[config.mk]
export PLATFORM = sky130hd
export DESIGN_NAME = ordered_list_append_search_delete
export DESIGN_NICKNAME = d
export VERILOG_FILES = /design/src/olasd_pkg.sv /design/src/ordered_list_append_search_delete.sv /design/src/olasd_ram.sv /design/src/olasd_seq.sv
export SDC_FILE = /design/constraint.sdc
export NUM_CORES = 1
export LEC_CHECK = 0
export BUFFER_PORTS_ARGS = -buffer_cell sky130_fd_sc_hd__buf_2
export CAP_MARGIN = 0
export CORE_UTILIZATION = 30
export CTS_CLUSTER_DIAMETER = 120
export DETAILED_ROUTE_END_ITERATION = 7
export GPL_ROUTABILITY_DRIVEN = 0
export SYNTH_ARGS = -nofsm -noshare
export SYNTH_HDL_FRONTEND = slang
export SYNTH_SLANG_ARGS = --single-unit
[constraint.sdc]
create_clock -name clock -period 5 [get_ports clock]
set_input_delay 0 -clock clock [delete_from_list [all_inputs] [get_ports clock]]
set_output_delay 0 -clock clock [all_outputs]
set_load 0.05 [all_outputs]
[src/olasd_pkg.sv]
// shared types and constants for the ordered list store
// no dependencies; imported by the top level and the sweep sequencer
package olasd_pkg;

   localparam int DEPTH  = 16;
   localparam int ADDR_W = $clog2(DEPTH);
   localparam int CNT_W  = $clog2(DEPTH + 1);
   localparam int DATA_W = 32;

   localparam logic [1:0] ACT_APPEND = 2'd0;
   localparam logic [1:0] ACT_DUMP   = 2'd1;
   localparam logic [1:0] ACT_SEARCH = 2'd2;
   localparam logic [1:0] ACT_DELETE = 2'd3;

   localparam logic [1:0] STS_OK   = 2'd0;
   localparam logic [1:0] STS_MISS = 2'd1;
   localparam logic [1:0] STS_FULL = 2'd2;

   typedef struct packed {
      logic [1:0]               action;
      logic signed [DATA_W-1:0] value;
   } req_type;

   typedef struct packed {
      logic signed [DATA_W-1:0] result_value;
      logic [1:0]               status;
      logic                     last;
   } rsp_type;

   typedef enum logic [1:0] {
      SEQ_IDLE,
      SEQ_SWEEP,
      SEQ_DRAIN
   } seq_state_type;

   // sequencer to datapath
   typedef struct packed {
      logic              busy;
      logic              rd_en;
      logic [ADDR_W-1:0] rd_addr;
      logic              dat_vld;
      logic [ADDR_W-1:0] dat_idx;
      logic              dat_last;
      logic [1:0]        act;
   } seq_ctl_type;

endpackage

[src/ordered_list_append_search_delete.sv]
// top level of the ordered list store: count, key, compare unit and result register
// depends on olasd_pkg, olasd_seq and olasd_ram
module ordered_list_append_search_delete
   import olasd_pkg::*;
(
   input  logic    clock,
   input  logic    reset,
   input  logic    start,
   output logic    busy,
   input  req_type req_item,
   output logic    rsp_strobe,
   output rsp_type rsp_item
);

   // Insertion-ordered list of up to DEPTH signed 32-bit values held in one
   // simple dual-port ram. A request transfer happens on a clock edge with
   // start high and busy low. Append is done in the transfer cycle, busy
   // stays low and its result shows in the next cycle. Dump, search and delete
   // on a non-empty list sweep the stored entries through the single ram read
   // port, one entry a cycle, so busy stays high through the sweep and drain
   // states and the (last) result shows in the first cycle with busy low; a
   // dump gives one result per entry on consecutive cycles ending with that one.
   // On an empty list these give one result in the cycle after the transfer.
   // Results are held for exactly one cycle on rsp_strobe and cannot be
   // stalled by the receiver. Ram contents need no clearing pass after reset:
   // only entries below the count are ever read.

   seq_ctl_type              ctl;
   logic                     accept;
   logic [CNT_W-1:0]         count_ff, count_in;
   logic signed [DATA_W-1:0] key_ff;
   logic                     found_ff, found_in;
   logic                     rsp_strobe_ff, rsp_strobe_in;
   rsp_type                  rsp_item_ff, rsp_item_in;
   logic                     ram_we;
   logic [ADDR_W-1:0]        ram_wr_addr;
   logic [DATA_W-1:0]        ram_wr_data;
   logic [DATA_W-1:0]        ram_rd_data;
   logic                     hit;
   logic                     found_now;

   assign accept = start && !ctl.busy;
   assign busy   = ctl.busy;

   olasd_seq u_seq (
      .clock      (clock),
      .reset      (reset),
      .start      (start),
      .req_action (req_item.action),
      .count      (count_ff),
      .ctl        (ctl)
   );

   olasd_ram #(
      .WIDTH (DATA_W),
      .DEPTH (DEPTH)
   ) u_ram (
      .clock   (clock),
      .wr_en   (ram_we),
      .wr_addr (ram_wr_addr),
      .wr_data (ram_wr_data),
      .rd_en   (ctl.rd_en),
      .rd_addr (ctl.rd_addr),
      .rd_data (ram_rd_data)
   );

   // the one shared compare unit, used on every entry a search or delete sweep returns
   assign hit       = (ram_rd_data == key_ff);
   assign found_now = found_ff || hit;

   always_comb begin
      count_in      = count_ff;
      found_in      = found_ff;
      rsp_strobe_in = 1'b0;
      rsp_item_in   = '{result_value: '0, status: STS_OK, last: 1'b1};
      ram_we        = 1'b0;
      ram_wr_addr   = count_ff[ADDR_W-1:0];
      ram_wr_data   = req_item.value;

      if (accept) begin
         found_in = 1'b0;
         unique case (req_item.action)
            ACT_APPEND: begin
               rsp_strobe_in = 1'b1;
               if (count_ff == CNT_W'(DEPTH)) begin
                  rsp_item_in.status = STS_FULL;
               end else begin
                  ram_we   = 1'b1;
                  count_in = count_ff + CNT_W'(1);
               end
            end
            ACT_DUMP, ACT_SEARCH, ACT_DELETE: begin
               // empty list answers at once, otherwise the sweep does it
               if (count_ff == '0) begin
                  rsp_strobe_in      = 1'b1;
                  rsp_item_in.status = STS_MISS;
               end
            end
            default: begin
               rsp_strobe_in = 1'b0;
            end
         endcase
      end else if (ctl.dat_vld) begin
         if (ctl.act == ACT_DUMP) begin
            // every entry goes out in order
            rsp_strobe_in            = 1'b1;
            rsp_item_in.result_value = ram_rd_data;
            rsp_item_in.last         = ctl.dat_last;
         end else begin
            if (!found_ff && hit) begin
               found_in = 1'b1;
            end else if (found_ff && (ctl.act == ACT_DELETE)) begin
               // close the gap: entries behind the match move down by one
               ram_we      = 1'b1;
               ram_wr_addr = ctl.dat_idx - ADDR_W'(1);
               ram_wr_data = ram_rd_data;
            end
            if (ctl.dat_last) begin
               rsp_strobe_in = 1'b1;
               if (found_now) begin
                  rsp_item_in.result_value = key_ff;
                  if (ctl.act == ACT_DELETE) begin
                     count_in = count_ff - CNT_W'(1);
                  end
               end else begin
                  rsp_item_in.status = STS_MISS;
               end
            end
         end
      end
   end

   always_ff @(posedge clock) begin
      if (reset) begin
         count_ff      <= '0;
         found_ff      <= 1'b0;
         rsp_strobe_ff <= 1'b0;
      end else begin
         count_ff      <= count_in;
         found_ff      <= found_in;
         rsp_strobe_ff <= rsp_strobe_in;
      end
   end

   always_ff @(posedge clock) begin
      rsp_item_ff <= rsp_item_in;
      if (accept) begin
         key_ff <= req_item.value;
      end
   end

   assign rsp_strobe = rsp_strobe_ff;
   assign rsp_item   = rsp_item_ff;

`ifndef SYNTHESIS
   // the entry count never passes the list depth
   a_count_bound: assert property (@(posedge clock) disable iff (reset)
      count_ff <= CNT_W'(DEPTH))
      else $error("entry count above depth");

   // returned sweep data only while the sequencer is busy
   a_data_in_sweep: assert property (@(posedge clock) disable iff (reset)
      ctl.dat_vld |-> ctl.busy)
      else $error("ram data returned outside a sweep");

   // ram written only by an append transfer or by a delete shift
   a_write_source: assert property (@(posedge clock) disable iff (reset)
      ram_we |-> (accept || (ctl.dat_vld && ctl.act == ACT_DELETE)))
      else $error("unexpected ram write");

   // the count only drops with a successful delete result
   a_count_drop: assert property (@(posedge clock) disable iff (reset)
      (!$past(reset) && (count_ff < $past(count_ff)))
         |-> (rsp_strobe && (rsp_item.status == STS_OK)))
      else $error("count dropped without a delete result");
`endif

endmodule

[src/olasd_ram.sv]
// generic simple dual-port ram, one write and one registered read port
// no dependencies
module olasd_ram #(
   parameter int WIDTH = 32,
   parameter int DEPTH = 16
) (
   input  logic                     clock,
   input  logic                     wr_en,
   input  logic [$clog2(DEPTH)-1:0] wr_addr,
   input  logic [WIDTH-1:0]         wr_data,
   input  logic                     rd_en,
   input  logic [$clog2(DEPTH)-1:0] rd_addr,
   output logic [WIDTH-1:0]         rd_data
);

   logic [WIDTH-1:0] mem_ff [DEPTH];
   logic [WIDTH-1:0] rd_data_ff;

   always_ff @(posedge clock) begin
      if (wr_en) begin
         mem_ff[wr_addr] <= wr_data;
      end
      if (rd_en) begin
         rd_data_ff <= mem_ff[rd_addr];
      end
   end

   assign rd_data = rd_data_ff;

endmodule

[src/olasd_seq.sv]
// sweep sequencer: walks the stored entries one read per cycle
// depends on olasd_pkg
module olasd_seq
   import olasd_pkg::*;
(
   input  logic             clock,
   input  logic             reset,
   input  logic             start,
   input  logic [1:0]       req_action,
   input  logic [CNT_W-1:0] count,
   output seq_ctl_type      ctl
);

   seq_state_type     state_ff, state_in;
   logic [ADDR_W-1:0] idx_ff, idx_in;
   logic              dat_vld_ff;
   logic [ADDR_W-1:0] dat_idx_ff;
   logic [1:0]        act_ff;
   logic              accept;
   logic              at_end;
   logic              rd_en;

   assign accept = start && (state_ff == SEQ_IDLE);
   assign at_end = (CNT_W'(idx_ff) == count - CNT_W'(1));

   // next state
   always_comb begin
      state_in = state_ff;
      idx_in   = idx_ff;
      unique case (state_ff)
         SEQ_IDLE: begin
            idx_in = '0;
            if (accept && (req_action != ACT_APPEND) && (count != '0)) begin
               state_in = SEQ_SWEEP;
            end
         end
         SEQ_SWEEP: begin
            idx_in = idx_ff + ADDR_W'(1);
            if (at_end) begin
               state_in = SEQ_DRAIN;
            end
         end
         SEQ_DRAIN: begin
            state_in = SEQ_IDLE;
         end
         default: begin
            state_in = SEQ_IDLE;
         end
      endcase
   end

   // outputs
   always_comb begin
      rd_en        = (state_ff == SEQ_SWEEP);
      ctl.busy     = (state_ff != SEQ_IDLE);
      ctl.rd_en    = rd_en;
      ctl.rd_addr  = idx_ff;
      ctl.dat_vld  = dat_vld_ff;
      ctl.dat_idx  = dat_idx_ff;
      ctl.dat_last = dat_vld_ff && (CNT_W'(dat_idx_ff) == count - CNT_W'(1));
      ctl.act      = act_ff;
   end

   always_ff @(posedge clock) begin
      if (reset) begin
         state_ff   <= SEQ_IDLE;
         idx_ff     <= '0;
         dat_vld_ff <= 1'b0;
      end else begin
         state_ff   <= state_in;
         idx_ff     <= idx_in;
         dat_vld_ff <= rd_en;
      end
   end

   always_ff @(posedge clock) begin
      dat_idx_ff <= idx_ff;
      if (accept) begin
         act_ff <= req_action;
      end
   end

endmodule

==> results.py, run 1 <==
metrics = {
    "worst_setup_path": {
        "reg2reg_depth": 8,
        "worstSetupStartpoint": "u_seq.state_ff[1]$_SDFFE_PP0P_",
        "cp.arrival_ps": 3870,
        "r2r_start": "u_seq.state_ff[1]$_SDFFE_PP0P_",
        "path_cells": "nor2_2 -> nand2_4 -> inv_4 -> or4_2 -> nand2_1 -> o21a_1 -> nand2_1 -> nor2_4",
        "slowest_stage": "nor2_4",
        "crit_required_ps": 5230,
        "rrSetupSlack_ps": 1360,
        "path_max_fanout": 43,
        "crit_top_cell": "nand2_1",
        "critPathLaunchType": "flip-flop",
        "end_kind": "flip-flop",
        "crit_path_end": "u_ram.mem_ff[3][24]$_DFFE_PP_",
        "r2r-end": "u_ram.mem_ff[3][24]$_DFFE_PP_",
        "path_class": "reg -> reg",
        "slowest_delay_ps": 910,
    },
    "synthesis": {
        "yosys.area_share.simple_pct": 2.593,
        "synth_cell_types": 57,
        "synthCells": 1152,
        "synth_top_cell_by_area": "edfxtp_1",
        "synth_area_leaders": "edfxtp_1 71%, mux4_2 15%, dfxtp_1 4.3%",
        "ys_top_cells_by_count": "578 x edfxtp_1, 160 x mux4_2, 72 x nor2_1",
        "synth_top_area_share_pct": 71.10,
        "ys_async_sr_fraction_pct": 0,
        "synth_compound_area_share_pct": 2.342,
        "yosysWarningCount": 0,
        "muxShareOfSynthArea_pct": 16.39,
        "synth-edff-count": 578,
        "syn_area_per_cell_um2": 21.19,
        "ys_seq_area_share_pct": 75.44,
        "yosys_most_used_dff": "edfxtp_1",
        "synth_adder_area_share_pct": 0.2563,
        "synth_top_family_by_area": "multiplexers",
        "synth_xor_area_share_pct": 1.671,
        "syn_nets": 1194,
        "netlist_area_um2": 24410,
        "synth-seq-cells": 631,
        "yosysMostFrequentCell": "edfxtp_1",
    },
    "flow_run": {
        "maxCapViolCount": 0,
    },
    "cts": {
        "cts_tree": "built",
        "cts_buffers": 59,
        "cts.hold.buffers_added": 36,
        "ctsRootBufferMaster": "clkbuf_16",
        "cts_sinks": 631,
        "cts_setup_buffers": 0,
        "clk_path_buf_depth": 3,
        "clkSlewWorstSetupHoldPaths_ps": 70,
        "cts_resized": 0,
        "h-tree-depth": 2,
        "worstSkewPairLatency_ps": 620,
    },
    "drt": {
        "wire_per_inst_um": 24.65,
        "dr.pass1.iters": 5,
        "drt_iter0_drc": 1215,
        "drc": 0,
        "num_vias": 11990,
        "totalWireLength_mm": 58.79,
        "viasPerCell": 5.027,
        "antenna_left": 0,
    },
    "sta": {
        "final.setup.tns_ps": 0,
        "setup_viol": 0,
        "hold_violations": 0,
        "period_minus_slack_ps": 3637,
        "relSlewSlack_pct": 19.85,
        "finalMaxSlewViolations": 0,
        "rsz0062_at_grt": "no",
        "fin_crit_sh_pct": 72.75,
        "fmax_mhz": 274.9,
        "worstMarginPinSlew_ps": 1202,
        "fin_ws_ps": 1363,
        "clock_skew_ps": 18.15,
    },
    "floorplanning": {
        "ios": 74,
        "die_y_um": 287.3,
        "initial_core_util_pct": 30.31,
        "die_area_um2": 82520,
        "coreArea_um2": 80550,
        "fp.dieW_um": 287.3,
        "std_cell_rows": 104,
    },
    "layout": {
        "antenna-diode-count": 0,
        "fill_cells": 7377,
        "drive_gt1_share_pct": 30.04,
        "final_nets": 1321,
        "area_growth_pct": 15.83,
    },
    "placed_design": {
        "dp_worst_setup_slack_ps": 1308,
        "dp_hpwl_mm": 38.12,
        "port_buffers": 73,
    },
    "grt": {
        "grt.overflow.total": 0,
        "grt_max_degree": 68,
        "grt_pass1_vias": 11890,
        "antenna_found_initial": 0,
        "grt_usage_pct": 14.31,
        "grt_first_pass_wirelength_mm": 85.07,
    },
    "power_and_ir_drop": {
        "p_leak_nw": 8.556,
        "irDropWorstVdd_uv": 229.5,
        "power_density_nw_per_um2": 363.6,
    },
    "status": {
        "status": "finished, final reports clean",
    },
    "min_path": {
        "hold_path_class": "in -> reg",
    },
}
-- cell usage in the layout (no fill, tap or decap), types with 2 or more instances in the layout --
master / count
bufinv_16: 2
clkinv_1: 16
buf_2: 73
mux2_2: 33
edfxtp_1: 578
and3_1: 5
dfxtp_2: 2
dfxtp_4: 2
a311oi_1: 2
inv_1: 7
and4_1: 2
nor3_2: 2
clkbuf_1: 17
clkinv_8: 2
buf_4: 19
nor2b_1: 2
mux4_2: 160
clkinv_2: 10
a21o_1: 2
a21oi_1: 12
a211oi_1: 2
nor2_4: 17
dfxtp_1: 49
nor2_1: 56
dlygate4sd3_1: 36
ha_1: 5
nand2_1: 11
nand3_1: 6
xnor2_1: 39
xor2_1: 5
buf_12: 3
a32oi_1: 33
clkbuf_16: 59
o21ai_0: 2
nand2b_1: 4
nand4_1: 10
nor3_1: 9
-- worst min-delay path by stage --
stage	startpoint	to	slack, ps	cells after the start
2_1_floorplan	req_item[33]	rsp_item[2]$_SDFF_PP0_	80	1
3_3_place_gp	req_item[2]	key_ff[2]$_DFFE_PP_	190	1
3_5_place_dp	req_item[2]	key_ff[2]$_DFFE_PP_	200	1
4_1_cts	req_item[23]	key_ff[23]$_DFFE_PP_	100	2
5_1_grt	req_item[23]	key_ff[23]$_DFFE_PP_	110	2
6_report	req_item[22]	key_ff[22]$_DFFE_PP_	120	2
-- critical path, delay by kind of cell, from the launching register on --
family                 cells  cell delay, ps
buffers and inverters      1             230
and+or+nand+nor            6            2390
DFF                        1             430
AOI/OAI and AO/OA          1             150
-- cell families (layout without fill, tap and decap cells) --
kind of cell / count (synthesis) / after routing
simple gates: 133 / 133
xor+xnor: 45 / 45
compound gates: 69 / 69
fa+ha+maj: 5 / 5
buf+inv: 74 / 247
mux: 195 / 195
flops: 631 / 631
-- power by group --
group          switching, mW  internal [mW]  leakage, nW
Combinational          0.202          0.110         2.05
Clock                   1.89           2.27        0.854
Sequential            0.0259           5.79         5.66
Total                   2.11           8.17         8.56
-- layout make-up --
| class | count | area, um2 | share of cell area [%] |
|---|---|---|---|
| clock inverter | 31 | 210.2 | 0.7434 |
| inverter | 9 | 36.28 | 0.1283 |
| sequential | 631 | 18430 | 65.17 |
| multi-input combinational | 447 | 5808 | 20.54 |
| timing repair buffer | 131 | 928.4 | 3.283 |
| tap | 1060 | 1326 | 4.690 |
| clock buffer | 76 | 1540 | 5.447 |
-- layer usage --
metal	share of wire [%]	vias up	GRT usage, %
met5	0	-	0
met4	2.2	0	4.215
met3	7.5	77	2.500
met2	43	483	20.46
met1	47	6385	22.05
li1	-	5045	-
-- sequential cells by signal, summed over array words and instances (netlist names), 4 cells and up --
| name | count |
|---|---|
| u_seq.dat_idx_ff | 4 |
| u_ram.mem_ff | 512 |
| u_ram.rd_data | 32 |
| key_ff | 32 |
| count_ff | 5 |
| u_seq.idx_ff | 4 |
| rsp_item | 35 |
-- stage by stage --
| step | total power [mW] | hold slack [ps] | area (um2) | utilization (%) | cells |
|---|---|---|---|---|---|
| after floorplan | 6.090 | 77.94 | 24410 | - | 1152 |
| after global placement | 6.214 | 193.3 | 26170 | 32.49 | 2242 |
| after detailed placement | 6.224 | 198.1 | 26170 | 32.49 | 2242 |
| after CTS | 10.38 | 100.8 | 28280 | 35.11 | 2385 |
| after global routing | 10.57 | 114.4 | 28280 | 35.11 | 2385 |
| final | 10.28 | 122.4 | 28280 | 35.11 | 2385 |
Note: power is estimated with default switching activity, not from simulation.
==> run 2, diff against run 1 <==
--- a/config.mk
+++ b/config.mk
@@ -5,6 +5,7 @@
 export SDC_FILE = /design/constraint.sdc
 export NUM_CORES = 1
 export LEC_CHECK = 0
+export ABC_AREA = 1
 export BUFFER_PORTS_ARGS = -buffer_cell sky130_fd_sc_hd__buf_2
 export CAP_MARGIN = 0
 export CORE_UTILIZATION = 30
==> constraint.sdc (replaced) <==
create_clock -name clock -period 3.75 [get_ports clock]
set_input_delay 0 -clock clock [delete_from_list [all_inputs] [get_ports clock]]
set_output_delay 0 -clock clock [all_outputs]
set_load 0.05 [all_outputs]
==> run 2 against run 1 <==
  * Cell count up 30%
  * Fmax up 16%
  * Via count up 28%
  * Area after synthesis up 3.6%
  * Flip-flop and latch count unchanged
  * Global-route usage down 0.30 points
  * Routed wire length up 3.3%
  * Critical path depth up 2
  * Sequential share of layout area down 2.9 points
  * Highest routed layer unchanged
==> results.py, run 2 <==
metrics = {
    "sta": {
        "worstMarginPinSlew_ps": 1108,
        "relSlewSlack_pct": 25.94,
        "setup_viol": 0,
        "fin_crit_sh_pct": 83.93,
        "period_minus_slack_ps": 3147,
        "final.setup.tns_ps": 0,
        "finalMaxSlewViolations": 0,
        "hold_violations": 0,
        "rsz0062_at_grt": "no",
        "fmax_mhz": 317.7,
        "clock_skew_ps": 29.41,
    },
    "cts": {
        "clkSlewWorstSetupHoldPaths_ps": 60,
        "worstSkewPairLatency_ps": 640,
        "clk_path_buf_depth": 3,
        "cts_sinks": 631,
        "cts_buffers": 59,
        "h-tree-depth": 2,
        "cts_tree": "built",
        "ctsRootBufferMaster": "clkbuf_16",
    },
    "synthesis": {
        "netlist_area_um2": 25280,
        "synth_cell_types": 37,
        "ys_seq_area_share_pct": 72.85,
        "synthCells": 1854,
        "syn_nets": 1896,
        "synth_area_leaders": "edfxtp_1 69%, dfxtp_1 4.2%, mux2i_1 3.7%",
        "syn_area_per_cell_um2": 13.64,
        "synth-seq-cells": 631,
        "yosys_most_used_dff": "edfxtp_1",
        "ys_top_cells_by_count": "578 x edfxtp_1, 246 x nor2_1, 225 x nand2_1",
        "synth_top_area_share_pct": 68.66,
        "synth-edff-count": 578,
        "yosysMostFrequentCell": "edfxtp_1",
        "ys_async_sr_fraction_pct": 0,
        "synth_top_cell_by_area": "edfxtp_1",
        "yosysWarningCount": 0,
    },
    "power_and_ir_drop": {
        "p_leak_nw": 9.581,
        "power_density_nw_per_um2": 506.0,
        "irDropWorstVdd_uv": 374.2,
    },
    "floorplanning": {
        "die_y_um": 292.3,
        "die_area_um2": 85430,
        "initial_core_util_pct": 30.26,
        "coreArea_um2": 83560,
        "std_cell_rows": 106,
        "fp.dieW_um": 292.3,
        "ios": 74,
    },
    "drt": {
        "num_vias": 15320,
        "totalWireLength_mm": 60.75,
        "wire_per_inst_um": 19.58,
        "drt_iter0_drc": 1394,
        "viasPerCell": 4.939,
        "drc": 0,
        "dr.pass1.iters": 5,
        "antenna_left": 0,
    },
    "worst_setup_path": {
        "critPathLaunchType": "flip-flop",
        "path_max_fanout": 32,
        "cp.arrival_ps": 3390,
        "crit_required_ps": 3990,
        "path_class": "reg -> reg",
        "end_kind": "flip-flop",
    },
    "grt": {
        "grt_max_degree": 159,
        "grt_usage_pct": 14.00,
        "grt_pass1_vias": 14930,
        "grt_first_pass_wirelength_mm": 91.80,
        "antenna_found_initial": 1,
        "grt.overflow.total": 0,
    },
    "layout": {
        "utilization_pct": 35.40,
        "area_growth_pct": 17.00,
        "final_common_cell": "edfxtp_1",
        "antenna-diode-count": 0,
        "regMostFlops": "u_ram.mem_ff",
        "drive_gt1_share_pct": 16.57,
        "layout_common_cells": "578 x edfxtp_1, 228 x nor2_1, 225 x nand2_1",
        "largest_register_ffs": 512,
        "final_nets": 2013,
    },
    "flow_run": {
        "maxCapViolCount": 0,
    },
    "placed_design": {
        "dp_hpwl_mm": 37.39,
        "port_buffers": 73,
    },
    "status": {
        "status": "finished, final reports clean",
    },
    "min_path": {
        "hold_path_class": "in -> reg",
    },
}
[run 2: area by class of cell]
| type | count | area (um2) |
|---|---|---|
| Fill cell | 7914 | 53980 |
| Sequential cell | 631 | 18430 |
| Multi-Input combinational cell | 1052 | 6233 |
| Clock buffer | 65 | 1499 |
| Tap cell | 1080 | 1351 |
| Timing Repair Buffer | 170 | 1284 |
| Clock inverter | 47 | 556.8 |
| Inverter | 57 | 224.0 |
[run 2: logic make-up (layout without fill, tap and decap cells)]
| family | Yosys count | count (layout) | synth area share, % |
|---|---|---|---|
| flops | 631 | 631 | 72.85 |
| simple gates | 569 | 569 | 9.295 |
| compound gates | 349 | 349 | 9.671 |
| buf+inv | 171 | 339 | 3.004 |
| mux | 93 | 93 | 3.682 |
| xor+xnor | 36 | 36 | 1.247 |
| fa+ha+maj | 5 | 5 | 0.2475 |
[run 2: worst max-delay path, stage by stage (launching register included)]
cell	delay [ps]
dfxtp_1	480
nor2_2	90
nand2_4	150
inv_4	50
nor2_2	120
nand2_2	150
inv_2	130
o21ai_0	230
inv_1	150
nand2_1	260
nor2_4	940
[run 2: what timing repair did]
action	4_1_cts	5_1_grt
buffers inserted	0	0
endpoints found under the setup margin	0	0
hold endpoints to repair	219	0
gates resized for setup	0	0
hold buffers	36	0
[run 2: final timing paths]
path,start,endpoint,slack (ps),cells past startpoint
max,u_seq.state_ff[1]$_SDFFE_PP0P_,u_ram.mem_ff[15][8]$_DFFE_PP_,600,10
min,req_item[22],key_ff[22]$_DFFE_PP_,100,2
max reg2reg,u_seq.state_ff[1]$_SDFFE_PP0P_,u_ram.mem_ff[15][8]$_DFFE_PP_,600,10
min reg2reg,u_seq.dat_vld_ff$_SDFF_PP0_,rsp_item[0]$_SDFF_PP1_,450,1
[run 2: per-layer routing]
layer  global-route usage [%]  vias to the layer above  share of wire [%]
li1                         -                     7096                  -
met1                    19.30                     7696                 45
met2                    22.78                      451                 47
met3                    2.633                       78                6.1
met4                    3.358                        0                1.7
met5                        0                        -                  0
[run 2: where the power goes]
group          switching, mW  internal, mW
logic                  0.572         0.263
registers             0.0569          7.77
clock network           2.65          3.66
[run 2: metrics by stage]
stage          total power, mW  std cells  instance area (um2)  hold slack, ps  setup WS, ps
5_1_grt                  15.43       3102                29580           88.99         314.6
4_1_cts                  15.09       3102                29580           70.14         564.1
3_3_place_gp             8.771       2954                27160           198.4         674.2
6_report                 14.97       3102                29580           104.1         602.6
3_5_place_dp             8.789       2954                27160           196.4         569.5
2_1_floorplan            8.503       1854                25280           78.47         376.2
